`config.mk`:
```
export PLATFORM = sky130hd
export DESIGN_NAME = rmpm_ctrl
export DESIGN_NICKNAME = d
export VERILOG_FILES = /design/src/design/rmpm_pkg.sv /design/src/design/rmpm_ctrl.sv
export SDC_FILE = /design/constraint.sdc
export NUM_CORES = 1
export LEC_CHECK = 0
export BUFFER_PORTS_ARGS = -buffer_cell sky130_fd_sc_hd__buf_2
export CORE_ASPECT_RATIO = 1.2
export CORE_MARGIN = 3
export CORE_UTILIZATION = 55
export DETAILED_ROUTE_END_ITERATION = 10
export GPL_ROUTABILITY_DRIVEN = 0
export GPL_TIMING_DRIVEN = 0
export PLACE_DENSITY = 0.78
export SLEW_MARGIN = 20
export SYNTH_ARGS = -nofsm -noshare
export SYNTH_HDL_FRONTEND = slang
export SYNTH_SLANG_ARGS = --single-unit
export TNS_END_PERCENT = 1
```
`constraint.sdc`:
```
create_clock -name clk -period 2 [get_ports clk]
set_input_delay 0.5 -clock clk [delete_from_list [all_inputs] [get_ports clk]]
set_output_delay 0.5 -clock clk [all_outputs]
set_load 0.02 [all_outputs]
```
`src/design/rmpm_pkg.sv`:
```
`timescale 1ns / 1ps
`default_nettype none
package rmpm_pkg;

  // Datapath operation codes
  localparam logic [3:0] OP_NONE      = 4'd0;
  localparam logic [3:0] OP_DIV_INIT  = 4'd1;
  localparam logic [3:0] OP_DIV_STEP  = 4'd2;
  localparam logic [3:0] OP_DIV_STORE = 4'd3;
  localparam logic [3:0] OP_NUM_MUL   = 4'd4;
  localparam logic [3:0] OP_LOG_LOAD  = 4'd5;
  localparam logic [3:0] OP_LOG_NORM  = 4'd6;
  localparam logic [3:0] OP_LOG_MLOAD = 4'd7;
  localparam logic [3:0] OP_LOG_SQ    = 4'd8;
  localparam logic [3:0] OP_LOG_FIX   = 4'd9;
  localparam logic [3:0] OP_LOG_STORE = 4'd10;
  localparam logic [3:0] OP_PSNR_DL   = 4'd11;
  localparam logic [3:0] OP_PSNR_LO   = 4'd12;
  localparam logic [3:0] OP_PSNR_HI   = 4'd13;
  localparam logic [3:0] OP_PSNR_SUM  = 4'd14;
  localparam logic [3:0] OP_OUT       = 4'd15;

  localparam int LOG_FRAC = 24;
  localparam int MSE_W    = 31;
  localparam int PSNR_W   = 15;

  // 255*255*3
  localparam logic [17:0] PEAK_X3 = 18'd195075;
  // 10*log10(2)*256 in Q24, split in two 17-bit halves
  localparam logic [33:0] PSNR_SCALE = 34'd12929139865;
  localparam logic [16:0] PS_LO = PSNR_SCALE[16:0];
  localparam logic [16:0] PS_HI = PSNR_SCALE[33:17];
  localparam logic [PSNR_W-1:0] PSNR_MAX = 15'd32767;

  typedef struct packed {
    logic       accept;
    logic       snap;
    logic [3:0] op;
    logic [1:0] ch;
  } cmd_t;

  typedef struct packed {
    logic norm_top;
    logic tot_zero;
    logic out_free;
  } stat_t;

endpackage
`default_nettype wire

```
`src/design/rmpm_ctrl.sv`:
```
`timescale 1ns / 1ps
`default_nettype none
module rmpm_ctrl import rmpm_pkg::*; #(
  parameter int MAX_PIXELS_LOG2 = 24
) (
  input  wire logic  clk,
  input  wire logic  rst_n,
  input  wire logic  in_valid,
  input  wire logic  in_final_pixel,
  output logic       in_stall,
  input  wire stat_t stat,
  output cmd_t       cmd
);

  localparam int DVN  = MAX_PIXELS_LOG2 + 32;
  localparam int CNTW = $clog2(DVN);

  localparam logic [3:0] S_IDLE      = 4'd0;
  localparam logic [3:0] S_DIV_INIT  = 4'd1;
  localparam logic [3:0] S_DIV_STEP  = 4'd2;
  localparam logic [3:0] S_DIV_STORE = 4'd3;
  localparam logic [3:0] S_NUM       = 4'd4;
  localparam logic [3:0] S_CHECK     = 4'd5;
  localparam logic [3:0] S_LOG_LOAD  = 4'd6;
  localparam logic [3:0] S_NORM      = 4'd7;
  localparam logic [3:0] S_SQ        = 4'd8;
  localparam logic [3:0] S_FIX       = 4'd9;
  localparam logic [3:0] S_LOG_STORE = 4'd10;
  localparam logic [3:0] S_DL        = 4'd11;
  localparam logic [3:0] S_PLO       = 4'd12;
  localparam logic [3:0] S_PHI       = 4'd13;
  localparam logic [3:0] S_PSUM      = 4'd14;
  localparam logic [3:0] S_OUT       = 4'd15;

  logic [3:0]      state_r, state_nxt;
  logic [CNTW-1:0] cnt_r, cnt_nxt;
  logic [1:0]      ch_r, ch_nxt;
  logic            acc;

  assign in_stall = (state_r != S_IDLE);
  assign acc      = in_valid && !in_stall;

  always_comb begin
    state_nxt  = state_r;
    cnt_nxt    = cnt_r;
    ch_nxt     = ch_r;
    cmd.accept = acc;
    cmd.snap   = acc && in_final_pixel;
    cmd.op     = OP_NONE;
    cmd.ch     = ch_r;
    case (state_r)
      S_IDLE: begin
        if (acc && in_final_pixel) begin
          ch_nxt    = 2'd0;
          state_nxt = S_DIV_INIT;
        end
      end
      S_DIV_INIT: begin
        cmd.op    = OP_DIV_INIT;
        cnt_nxt   = '0;
        state_nxt = S_DIV_STEP;
      end
      S_DIV_STEP: begin
        cmd.op  = OP_DIV_STEP;
        cnt_nxt = cnt_r + 1'b1;
        if (cnt_r == CNTW'(DVN - 1)) state_nxt = S_DIV_STORE;
      end
      S_DIV_STORE: begin
        cmd.op = OP_DIV_STORE;
        if (ch_r == 2'd2) begin
          state_nxt = S_NUM;
        end else begin
          ch_nxt    = ch_r + 1'b1;
          state_nxt = S_DIV_INIT;
        end
      end
      S_NUM: begin
        cmd.op    = OP_NUM_MUL;
        state_nxt = S_CHECK;
      end
      S_CHECK: begin
        ch_nxt    = 2'd0;
        state_nxt = stat.tot_zero ? S_OUT : S_LOG_LOAD;
      end
      S_LOG_LOAD: begin
        cmd.op    = OP_LOG_LOAD;
        state_nxt = S_NORM;
      end
      S_NORM: begin
        // shift until the leading one reaches the top bit
        if (stat.norm_top) begin
          cmd.op    = OP_LOG_MLOAD;
          cnt_nxt   = '0;
          state_nxt = S_SQ;
        end else begin
          cmd.op = OP_LOG_NORM;
        end
      end
      S_SQ: begin
        cmd.op    = OP_LOG_SQ;
        state_nxt = S_FIX;
      end
      S_FIX: begin
        cmd.op  = OP_LOG_FIX;
        cnt_nxt = cnt_r + 1'b1;
        state_nxt = (cnt_r == CNTW'(LOG_FRAC - 1)) ? S_LOG_STORE : S_SQ;
      end
      S_LOG_STORE: begin
        cmd.op = OP_LOG_STORE;
        if (ch_r == 2'd0) begin
          ch_nxt    = 2'd1;
          state_nxt = S_LOG_LOAD;
        end else begin
          state_nxt = S_DL;
        end
      end
      S_DL: begin
        cmd.op    = OP_PSNR_DL;
        state_nxt = S_PLO;
      end
      S_PLO: begin
        cmd.op    = OP_PSNR_LO;
        state_nxt = S_PHI;
      end
      S_PHI: begin
        cmd.op    = OP_PSNR_HI;
        state_nxt = S_PSUM;
      end
      S_PSUM: begin
        cmd.op    = OP_PSNR_SUM;
        state_nxt = S_OUT;
      end
      S_OUT: begin
        // hold until the output register is free
        if (stat.out_free) begin
          cmd.op    = OP_OUT;
          state_nxt = S_IDLE;
        end
      end
      default: state_nxt = S_IDLE;
    endcase
  end

  always_ff @(posedge clk) begin
    if (!rst_n) begin
      state_r <= S_IDLE;
      cnt_r   <= '0;
      ch_r    <= 2'd0;
    end else begin
      state_r <= state_nxt;
      cnt_r   <= cnt_nxt;
      ch_r    <= ch_nxt;
    end
  end

endmodule
`default_nettype wire

```
Word-level counts from Yosys, hierarchy flattened. Cells that the tools add are included. W data, S select, Z words.

Bits in registers: 12. Latch bits: 0. Memory bits (writable): 0. ROM bits: 0. Bits of input ports: 7. Output and inout bits: 9. Logic and storage cells: 59. Memories kept: 0.

$add $sub $neg: 2. Multipliers: 0. Div/mod/pow operators: 0. $lt $le $gt $ge: 0. Equal/unequal tests: 24. Shift-type cells: 0. Muxes and demuxes: 18. Bitwise gates (word level): 0. Reductions and logical operators: 12.

Operator list (number): $pmux W4 S16 (1); $pmux W4 S14 (1); $eq A4 B4 Y1 const B (8); $mux W4 (7); $pmux W6 S3 (1); $eq A4 B3 Y1 const B (4); $ne A2 B2 Y1 const B (6); $eq A4 B2 Y1 const B (2); $mux W2 (4); $pmux W2 S4 (1); $reduce_and A4 Y1 (2); $reduce_bool A4 Y1 (2); $add A6 B1 Y6 const B (1); $eq A6 B5 Y1 const B (1); $eq A6 B6 Y1 const B (1); $mux W6 (1); $eq A4 B1 Y1 const B (1); $logic_not A4 Y1 (1); $mux W3 (1); $reduce_bool A3 Y1 (1); $add A2 B1 Y2 const B (1); $eq A2 B2 Y1 const B (1); $logic_and A1 B1 Y1 (2); $logic_not A2 Y1 (1); other kinds (4) (4).

Depth between registers and ports, before layout. Gate-level depths: netlist (run 1).

Depth in word-level cells: 6. Mapped depth: 6. Depth with buffers taken out: 6.

Worst setup path after synthesis (run 1). No wires, ideal clock.

Path type: flip-flop to output port. Start point: reg state_r[1]. End point: out cmd[2] in the netlist's numbering. Arrival time: 1.474 ns. Required time: 1.500 ns. Slack: 0.026 ns. Cell stages (with the launch flop): 7. Buffers on the path: 3. Cells stage by stage: dfxtp_1 buf_4 buf_2 clkbuf_1 a21boi_0 o21ai_0 a21oi_1.

RTL lines: start: declaration (line rmpm_ctrl.sv:35) `logic [3:0] state_r, state_nxt;`; start signal: assignment (line rmpm_ctrl.sv:150) `state_r <= state_nxt;`; end: declaration (line rmpm_ctrl.sv:12) `output cmd_t cmd`.

==> results of run 1 <==
==> area by class of cell <==
class | count | area, um2 | area share [%]
Buffer | 9 | 86.3 | 6.62
Clock buffer | 4 | 36.3 | 2.78
Inverter | 8 | 30.0 | 2.30
Multi-Input combinational cell | 107 | 723 | 55.5
Sequential cell | 12 | 251 | 19.3
Tap cell | 18 | 22.5 | 1.73
Timing Repair Buffer | 23 | 154 | 11.8
==> per-stage QoR <==
step | area [um2] | cells | TNS [ps] | util [%]
finish | 1300 | 181 | 0 | 76.6
global route | 1300 | 181 | -56.3 | 76.6
CTS | 1270 | 180 | -3.65 | 74.7
detailed placement | 1120 | 171 | -79.7 | 65.8
global placement | 1120 | 171 | -48.6 | 65.8
floorplan | 1020 | 138 | 0 | -
==> registers in the layout, summed over array words and instances, names as in the netlist <==
signal	cells
cnt_r	6
ch_r	2
state_r	4
==> layout by cell type, fill, tap and decap left out, drive strengths merged, types with 2 or more instances in the layout <==
cell type,n
buf,28
dfxtp,12
a21oi,11
nand2,10
o21ai,10
nand3,9
inv,8
clkbuf,8
nor2,7
nor2b,7
mux2i,5
and3,4
nand3b,4
nand2b,3
ha,3
and2,2
nand4b,2
nand4,2
==> layer usage <==
metal  routed length, um  GRT usage [%]
met5                   0              0
met4                   9           9.27
met3                 166           6.12
met2                1500           47.2
met1                1200           30.9
==> critical path: stages, from the launching register on <==
cell,delay (ps)
dfxtp_4,360
buf_6,140
buf_6,140
nor2b_1,130
o31a_1,280
buf_6,130
==> power by group through the flow <==
stage	logic (mW)	registers, mW	clock network, mW
CTS	0.513	0.277	0.209
floorplan	0.315	0.278	0
global placement	0.400	0.282	0
detailed placement	0.412	0.284	0
global route	0.589	0.289	0.221
finish	0.544	0.286	0.211
==> what timing repair did <==
action,4_1_cts,5_1_grt
setup buffers,5,3
gates resized for setup,26,14
pin swaps,1,4
endpoints found under the setup margin,5,5
==> cell usage after synthesis (2+ instances only) <==
| master | instances |
|---|---|
| nand3_1 | 9 |
| nand2b_1 | 3 |
| nand3b_1 | 4 |
| and2_1 | 2 |
| ha_1 | 3 |
| nand4b_1 | 2 |
| nor2b_1 | 7 |
| inv_1 | 8 |
| a21oi_1 | 10 |
| mux2i_1 | 5 |
| dfxtp_1 | 12 |
| clkbuf_1 | 5 |
| nand2_1 | 10 |
| buf_2 | 2 |
| and3_1 | 4 |
| nand4_1 | 2 |
| buf_4 | 3 |
| o21ai_0 | 10 |
| nor2_1 | 7 |
==> cell families (layout without fill, tap and decap cells) <==
| logic type | count (synthesis) | after routing |
|---|---|---|
| AOI/OAI and AO/OA | 38 | 38 |
| adders and majority gates | 3 | 3 |
| buffers and inverters | 19 | 44 |
| DFF | 12 | 12 |
| muxes | 5 | 5 |
| and+or+nand+nor | 61 | 61 |
==> worst paths after layout <==
check | endpoint | slack, ps | cells after the start
setup / recovery | cmd[3] | 30 | 5
hold reg to reg | cnt_r[1] | 490 | 2
setup reg to reg | ch_r[0] | 140 | 6
hold / removal | cnt_r[1] | 490 | 2
==> reports/qor.csv, run 1 <==
metric,value,unit
Post-Syn Area,1020,um2
CTS buffer count,3,
Filler Cell Count,143,
crit end category,output port,
DRT antenna net count,0,
Synth Area in Compound Gates,24.7,%
clk_lat worst skew,290,ps
most area-hungry cell type in the Yosys netlist,dfxtp_1,
first-pass GRT wire length,4710,um
outcome,finished clean,
Slew HR,68.4,%
Setup CP Type,reg2out,
slew at the pin closest to its max-slew limit,475,ps
"EDFF count, synth",0,
maximum clock path buffer count,2,
Hold Slack,489,ps
"Data required, critical path",1500,ps
post-synthesis xor/xnor area fraction,0,%
first-pass detailed-route iteration total,4,
mux share of post-synthesis cell area,4.90,%
final wirelength,2870,um
Yosys reg bits,12,
DRT iter0 DRCs,50,
Die X,45.4,um
clock sink count,12,
HPWL Detailed,1950,um
final hold vios,0,
Syn Inst Count,138,
antenna violations before repair,0,
Initial Util,60.1,%
largest cells by area after synthesis,"dfxtp_1 (24%), a21oi_1 (4.9%), mux2i_1 (4.9%)",
post-synthesis async set-or-reset flop share,0,%
max-cap violations,0,
CP Launch Point,state_r[0],
share of cells above drive strength 1,27.0,%
drt drc,0,
largest net degree at the start of global routing,11,
area of the core,1700,um2
Tmin final,1970,ps
post-synthesis simple-gate area fraction,34.9,%
combinational power share,52.3,%
worst slack at placement,-79.7,ps
ant diodes,0,
distinct cell type count after synthesis,49,
final worst slack,29.4,ps
Power Internal,632,uW
HP Class,reg2reg,
worst-path fanout max,10,
via count,1148,
Hold Buf Count CTS,0,
Synth top area share,23.5,%
CTS root buf,clkbuf_4,
crit start category,flip-flop,
adder-cell area share of the yosys netlist,3.67,%
Post-Route Skew,9.18,ps
vias in the first global route,1084,
switching part of the total,39.3,%
clock slew at reported path FFs,90,ps
syn_area_per_cell,7.41,um2
drt wl/cell,15.9,um
die height,53.2,um
worst r2r src,ch_r[0],
std cell rows,16,
YS warnings,0,
Synth Flop Type,dfxtp_1,
IO Pins,16,
"Seq/Total Area, Yosys",23.5,%
largest family of logic cells by synthesized area,simple AND/OR/NAND/NOR gates,
critical path arrival,1470,ps
Clock Power Share,20.3,%
Pleak,0.531,nW
fin crit share,98.5,%
IO buf count,15,
PwrDens,798,nW/um2
Pwr Total,1.04,mW
final setup fails,0,
H-tree levels,1,
TritonCTS clock tree,built,
GRT Total Usage,26.8,%
Worst Hold Launch,cnt_r[1],
number of nets in the layout,174,
Switch Pwr,409,uW
Max Freq,507,MHz
Vias/cell,6.34,
Layout area overhead,27.5,%
VDD IR max,0.000604,V
grt ovf,0,
Seq pwr share,27.4,%
area of the die,2410,um2
RSZ-0062 raised after global routing,true,
Slew Limit Fails,0,
syn nets,148,
(Power assumes the default switching activity.)
==> inputs of run 2 (changes only) <==
Settings changed: CORE_UTILIZATION 55 to 50, PLACE_DENSITY 0.78 to 0.75.
Clock period 2 ns to 1.8 ns, I/O delays scaled along.
==> run 2 against run 1 <==
  * The flow now finishes with violations (setup timing)
  * Clock-buffer cell count unchanged
  * Combinational power up 21%
  * Design area up 8.1%
  * Sequential cell count unchanged
  * Register-to-register slack worse by 50 ps
  * Via count down 1.6%
  * Wire length down 1.9%
  * Critical endpoint unchanged
  * Largest cell class unchanged
==> reports/qor.csv, run 2 (synthesis results as in run 1) <==
metric,value,unit
first-pass GRT wire length,4560,um
worst slack at placement,-262,ps
Initial Util,54.0,%
worst reg2reg setup slack,90,ps
GRT Total Usage,22.9,%
clock sink count,12,
IO Pins,16,
met1 Use GR,28.6,%
critical path arrival,1410,ps
Slew Limit Fails,0,
Final TNS setup,-175,ps
final wirelength,2820,um
antenna violations before repair,0,
Setup CP Type,reg2out,
Seq pwr share,26.8,%
slew at the pin closest to its max-slew limit,452,ps
area of the core,1890,um2
final hold vios,0,
clock slew at reported path FFs,80,ps
switching part of the total,37.8,%
area of the die,2630,um2
GR Util met2,36.8,%
Die X,47.3,um
Vias/cell,5.95,
CTS buffer count,3,
first-pass detailed-route iteration total,4,
RR Endpoint,ch_r[0],
ant diodes,0,
CP Capture Point,cmd[3],
Hold Slack,491,ps
outcome,finished with violations,
maximum clock path buffer count,2,
grt peak-use layer,met2,
failing checks,setup timing,
worst-path fanout max,10,
max reg flops,6,
Power Internal,748,uW
r2r worst-path depth,6,
max-cap violations,0,
Post-Route Skew,10.3,ps
"Data required, critical path",1350,ps
number of nets in the layout,182,
Slew HR,69.5,%
vias in the first global route,1082,
VDD IR max,0.000541,V
std cell rows,17,
clk_lat worst skew,280,ps
die height,55.5,um
final worst slack,-64.3,ps
fin crit share,104,%
IO buf count,15,
post-route core utilization,74.4,%
Pwr Total,1.20,mW
HPWL Detailed,1910,um
Largest Register,cnt_r,
Largest regs,"cnt_r (6), state_r (4), ch_r (2)",
PwrDens,853,nW/um2
Filler Cell Count,133,
DRT iter0 DRCs,33,
Pleak,0.581,nW
H-tree levels,1,
crit start category,flip-flop,
met3 GRT Util,3.26,%
combinational power share,54.5,%
final setup fails,5,
RSZ-0062 raised after global routing,true,
Switch Pwr,454,uW
worst r2r src,ch_r[0],
DRT antenna net count,0,
TritonCTS clock tree,built,
grt ovf,0,
crit end category,output port,
share of cells above drive strength 1,34.5,%
Tmin final,1860,ps
Max Freq,536,MHz
drt wl/cell,14.8,um
most frequent cells in the layout,"buf_4 (21), nand2_1 (10), o21ai_0 (9), a21oi_1 (9), buf_2 (9)",
CP Launch Point,state_r[0],
via count,1130,
CTS root buf,clkbuf_4,
largest net degree at the start of global routing,11,
drt drc,0,
HP Class,reg2reg,
"most common cell after layout, fill and taps aside",buf_4,
Layout area overhead,37.8,%
Clock Power Share,18.7,%
## run 2: cell types whose count changed in the layout (fill, tap and decap cells not counted), sizes merged
cell / delta
buf: +10
clkbuf: -2
## run 2: repair_timing
| item | CTS | global route |
|---|---|---|
| gates resized for setup | 34 | 17 |
| hold buffers | 0 | 0 |
| buffers inserted | 7 | 9 |
| pin swaps | 4 | 6 |
| setup endpoints to repair | 8 | 9 |
## run 2: worst max-delay path, cell delays in order (launching register included)
cell	delay, ps
dfxtp_4	370
buf_8	130
buf_8	130
nor2b_1	120
o31a_1	250
buf_6	140
## run 2: stage by stage
step	cells	instance area, um2
2_1_floorplan	138	1030
3_3_place_gp	172	1130
3_5_place_dp	172	1130
4_1_cts	183	1310
5_1_grt	190	1410
6_report	190	1410
## run 2: how the worst min path moves through the flow
stage | from | endpoint | slack, ps | cells past startpoint
after detailed placement | ch_r[0] | ch_r[0] | 480 | 2
after CTS | rst_n | state_r[1] | 490 | 3
final | cnt_r[5] | cnt_r[5] | 490 | 2
after global placement | cnt_r[5] | cnt_r[5] | 470 | 2
after global routing | rst_n | cnt_r[2] | 520 | 3
after floorplan | cnt_r[1] | cnt_r[1] | 450 | 2
## run 2: final cells by class
cell class	count	area, um2	share of cell area, %
plain buffers	9	98.8	7.02
clock buffers	4	36.3	2.58
inverters	8	30.0	2.13
multi-input cells	107	748	53.1
flip-flops and latches	12	254	18.0
well taps	19	23.8	1.69
repair buffers	31	218	15.5
## run 2: power by group through the flow
stage / registers, mW / clock network [mW] / logic, mW
final: 0.322 / 0.225 / 0.656
after global routing: 0.325 / 0.239 / 0.717
after CTS: 0.316 / 0.230 / 0.594
after detailed placement: 0.315 / 0 / 0.459
after global placement: 0.313 / 0 / 0.450
after floorplan: 0.309 / 0 / 0.354
## run 2: metal layers
layer  vias to the layer above  routed length (um)
met4                         0                  40
met2                        35                1470
met1                       520                1210
met3                         6                  91
li1                        569                   -
met5                         -                   0
==> inputs of run 3 (changes only) <==
Settings changed: RECOVER_POWER set to 100.
==> run 3 against run 2 <==
  * The run still ends with setup timing left
  * Combinational power hardly changed
  * Global-route usage unchanged
  * Sequential power about the same
  * Via count up 0.71%
  * Largest cell class unchanged
  * Critical path type unchanged
  * Largest power group unchanged
  * Clock skew down 0.66 ps
  * Clock-buffer cell count unchanged
  * First-iteration DRC count did not move
==> reports/qor.csv, run 3 (synthesis results as in run 1) <==
metric,value,unit
outcome,finished with violations,
failing checks,setup timing,
IO Pins,16,
die height,55.5,um
HPWL Detailed,1910,um
share of cells above drive strength 1,33.3,%
critical path cell sequence,buf_8 -> buf_8 -> nor2b_1 -> o31a_1 -> buf_6,
std cell rows,17,
area of the die,2630,um2
maximum clock path buffer count,2,
RSZ-0062 raised after global routing,true,
final worst slack,-67.0,ps
final hold vios,0,
ant diodes,0,
via count,1138,
HP Class,reg2reg,
Hold Slack,489,ps
Post-Route Skew,9.64,ps
Largest regs,"cnt_r (6), state_r (4), ch_r (2)",
crit start category,flip-flop,
Slew HR,69.5,%
"most used cell, CP",buf_8,
Setup CP Type,reg2out,
fin crit share,104,%
worst-path fanout max,10,
r2r worst-path depth,6,
max reg flops,6,
"Data required, critical path",1350,ps
clock slew at reported path FFs,80,ps
CP top delay family,buffers and inverters,
CTS buffer count,3,
first-pass GRT wire length,4560,um
worst reg2reg setup slack,100,ps
Layout area overhead,37.6,%
DRT iter0 DRCs,33,
Worst path max stage delay,370,ps
clock sink count,12,
drt wl/cell,14.9,um
Pwr Total,1.20,mW
Hold Crit Depth,2,
Largest Register,cnt_r,
Crit path buffers/inverters,3,
Max Freq,536,MHz
Die X,47.3,um
critical path depth in cells,5,
DRT antenna net count,0,
CP max-delay cell,dfxtp_4,
number of nets in the layout,182,
crit end category,output port,
max-cap violations,0,
drt drc,0,
IO buf count,15,
slew at the pin closest to its max-slew limit,453,ps
final wirelength,2820,um
Pleak,0.572,nW
PwrDens,856,nW/um2
most frequent cells in the layout,"buf_4 (21), nand2_1 (10), o21ai_0 (9), a21oi_1 (9)",
GRT Total Usage,22.9,%
largest net degree at the start of global routing,11,
grt ovf,0,
Vias/cell,5.99,
VDD IR max,0.000538,V
critical path arrival,1420,ps
area of the core,1890,um2
post-route core utilization,74.3,%
TritonCTS clock tree,built,
Initial Util,54.0,%
antenna violations before repair,0,
first-pass detailed-route iteration total,5,
CTS root buf,clkbuf_4,
Filler Cell Count,133,
clk_lat worst skew,280,ps
"most common cell after layout, fill and taps aside",buf_4,
H-tree levels,1,
Tmin final,1870,ps
vias in the first global route,1082,
final setup fails,5,
Slew Limit Fails,0,
run 3: cell count changes in the layout (fill, tap and decap cells not counted), sizes merged:
cell	delta
buf	-2
clkbuf	+2
run 3: worst paths after layout:
path                                  from       end
worst max-delay path            state_r[0]    cmd[3]
worst min-delay path              cnt_r[5]  cnt_r[5]
worst max register to register     ch_r[0]   ch_r[0]
worst min register to register    cnt_r[5]  cnt_r[5]
run 3: layout make-up:
class | instances | area, um2 | share of cell area (%)
Multi-Input combinational cell | 107 | 748 | 53.2
Sequential cell | 12 | 254 | 18.1
Timing Repair Buffer | 31 | 215 | 15.3
Buffer | 9 | 98.8 | 7.03
Clock buffer | 4 | 36.3 | 2.58
Inverter | 8 | 30.0 | 2.14
Tap cell | 19 | 23.8 | 1.69
run 3: worst reg2reg max path: cells and delay by family (launching register included):
family / cells / cell delay, ps
AOI/OAI and AO/OA: 2 / 490
and+or+nand+nor: 1 / 370
DFF: 1 / 330
adders and majority gates: 1 / 200
muxes: 1 / 200
buffers and inverters: 1 / 50
run 3: layer usage:
layer	global-route usage [%]	vias up	part of all wire [%]
met4	10.3	0	2.1
met3	3.26	10	3.3
li1	-	570	-
met1	28.6	522	43
met2	36.8	36	51
met5	0	-	0
run 3: through the flow:
stage | instances | TNS [ps] | worst slack, ps | area [um2]
2_1_floorplan | 138 | -34.1 | -34.1 | 1030
3_3_place_gp | 172 | -352 | -215 | 1130
3_5_place_dp | 172 | -454 | -262 | 1130
4_1_cts | 183 | -388 | -124 | 1310
5_1_grt | 190 | -542 | -118 | 1410
6_report | 190 | -186 | -67.0 | 1410
run 3: where the power goes:
group	total, mW	switching, mW	leakage (nW)	internal, mW
combinational	0.656	0.322	0.451	0.334
sequential	0.322	0.0307	0.100	0.291
clock	0.226	0.103	0.0210	0.123
run 3: what timing repair did:
| action | in CTS | in global routing |
|---|---|---|
| endpoints found under the hold margin | 0 | 0 |
| resized for setup | 34 | 17 |
| buffers inserted | 7 | 9 |
| pin swaps | 4 | 6 |
| endpoints found under the setup margin | 8 | 9 |
| hold buffers | 0 | 0 |
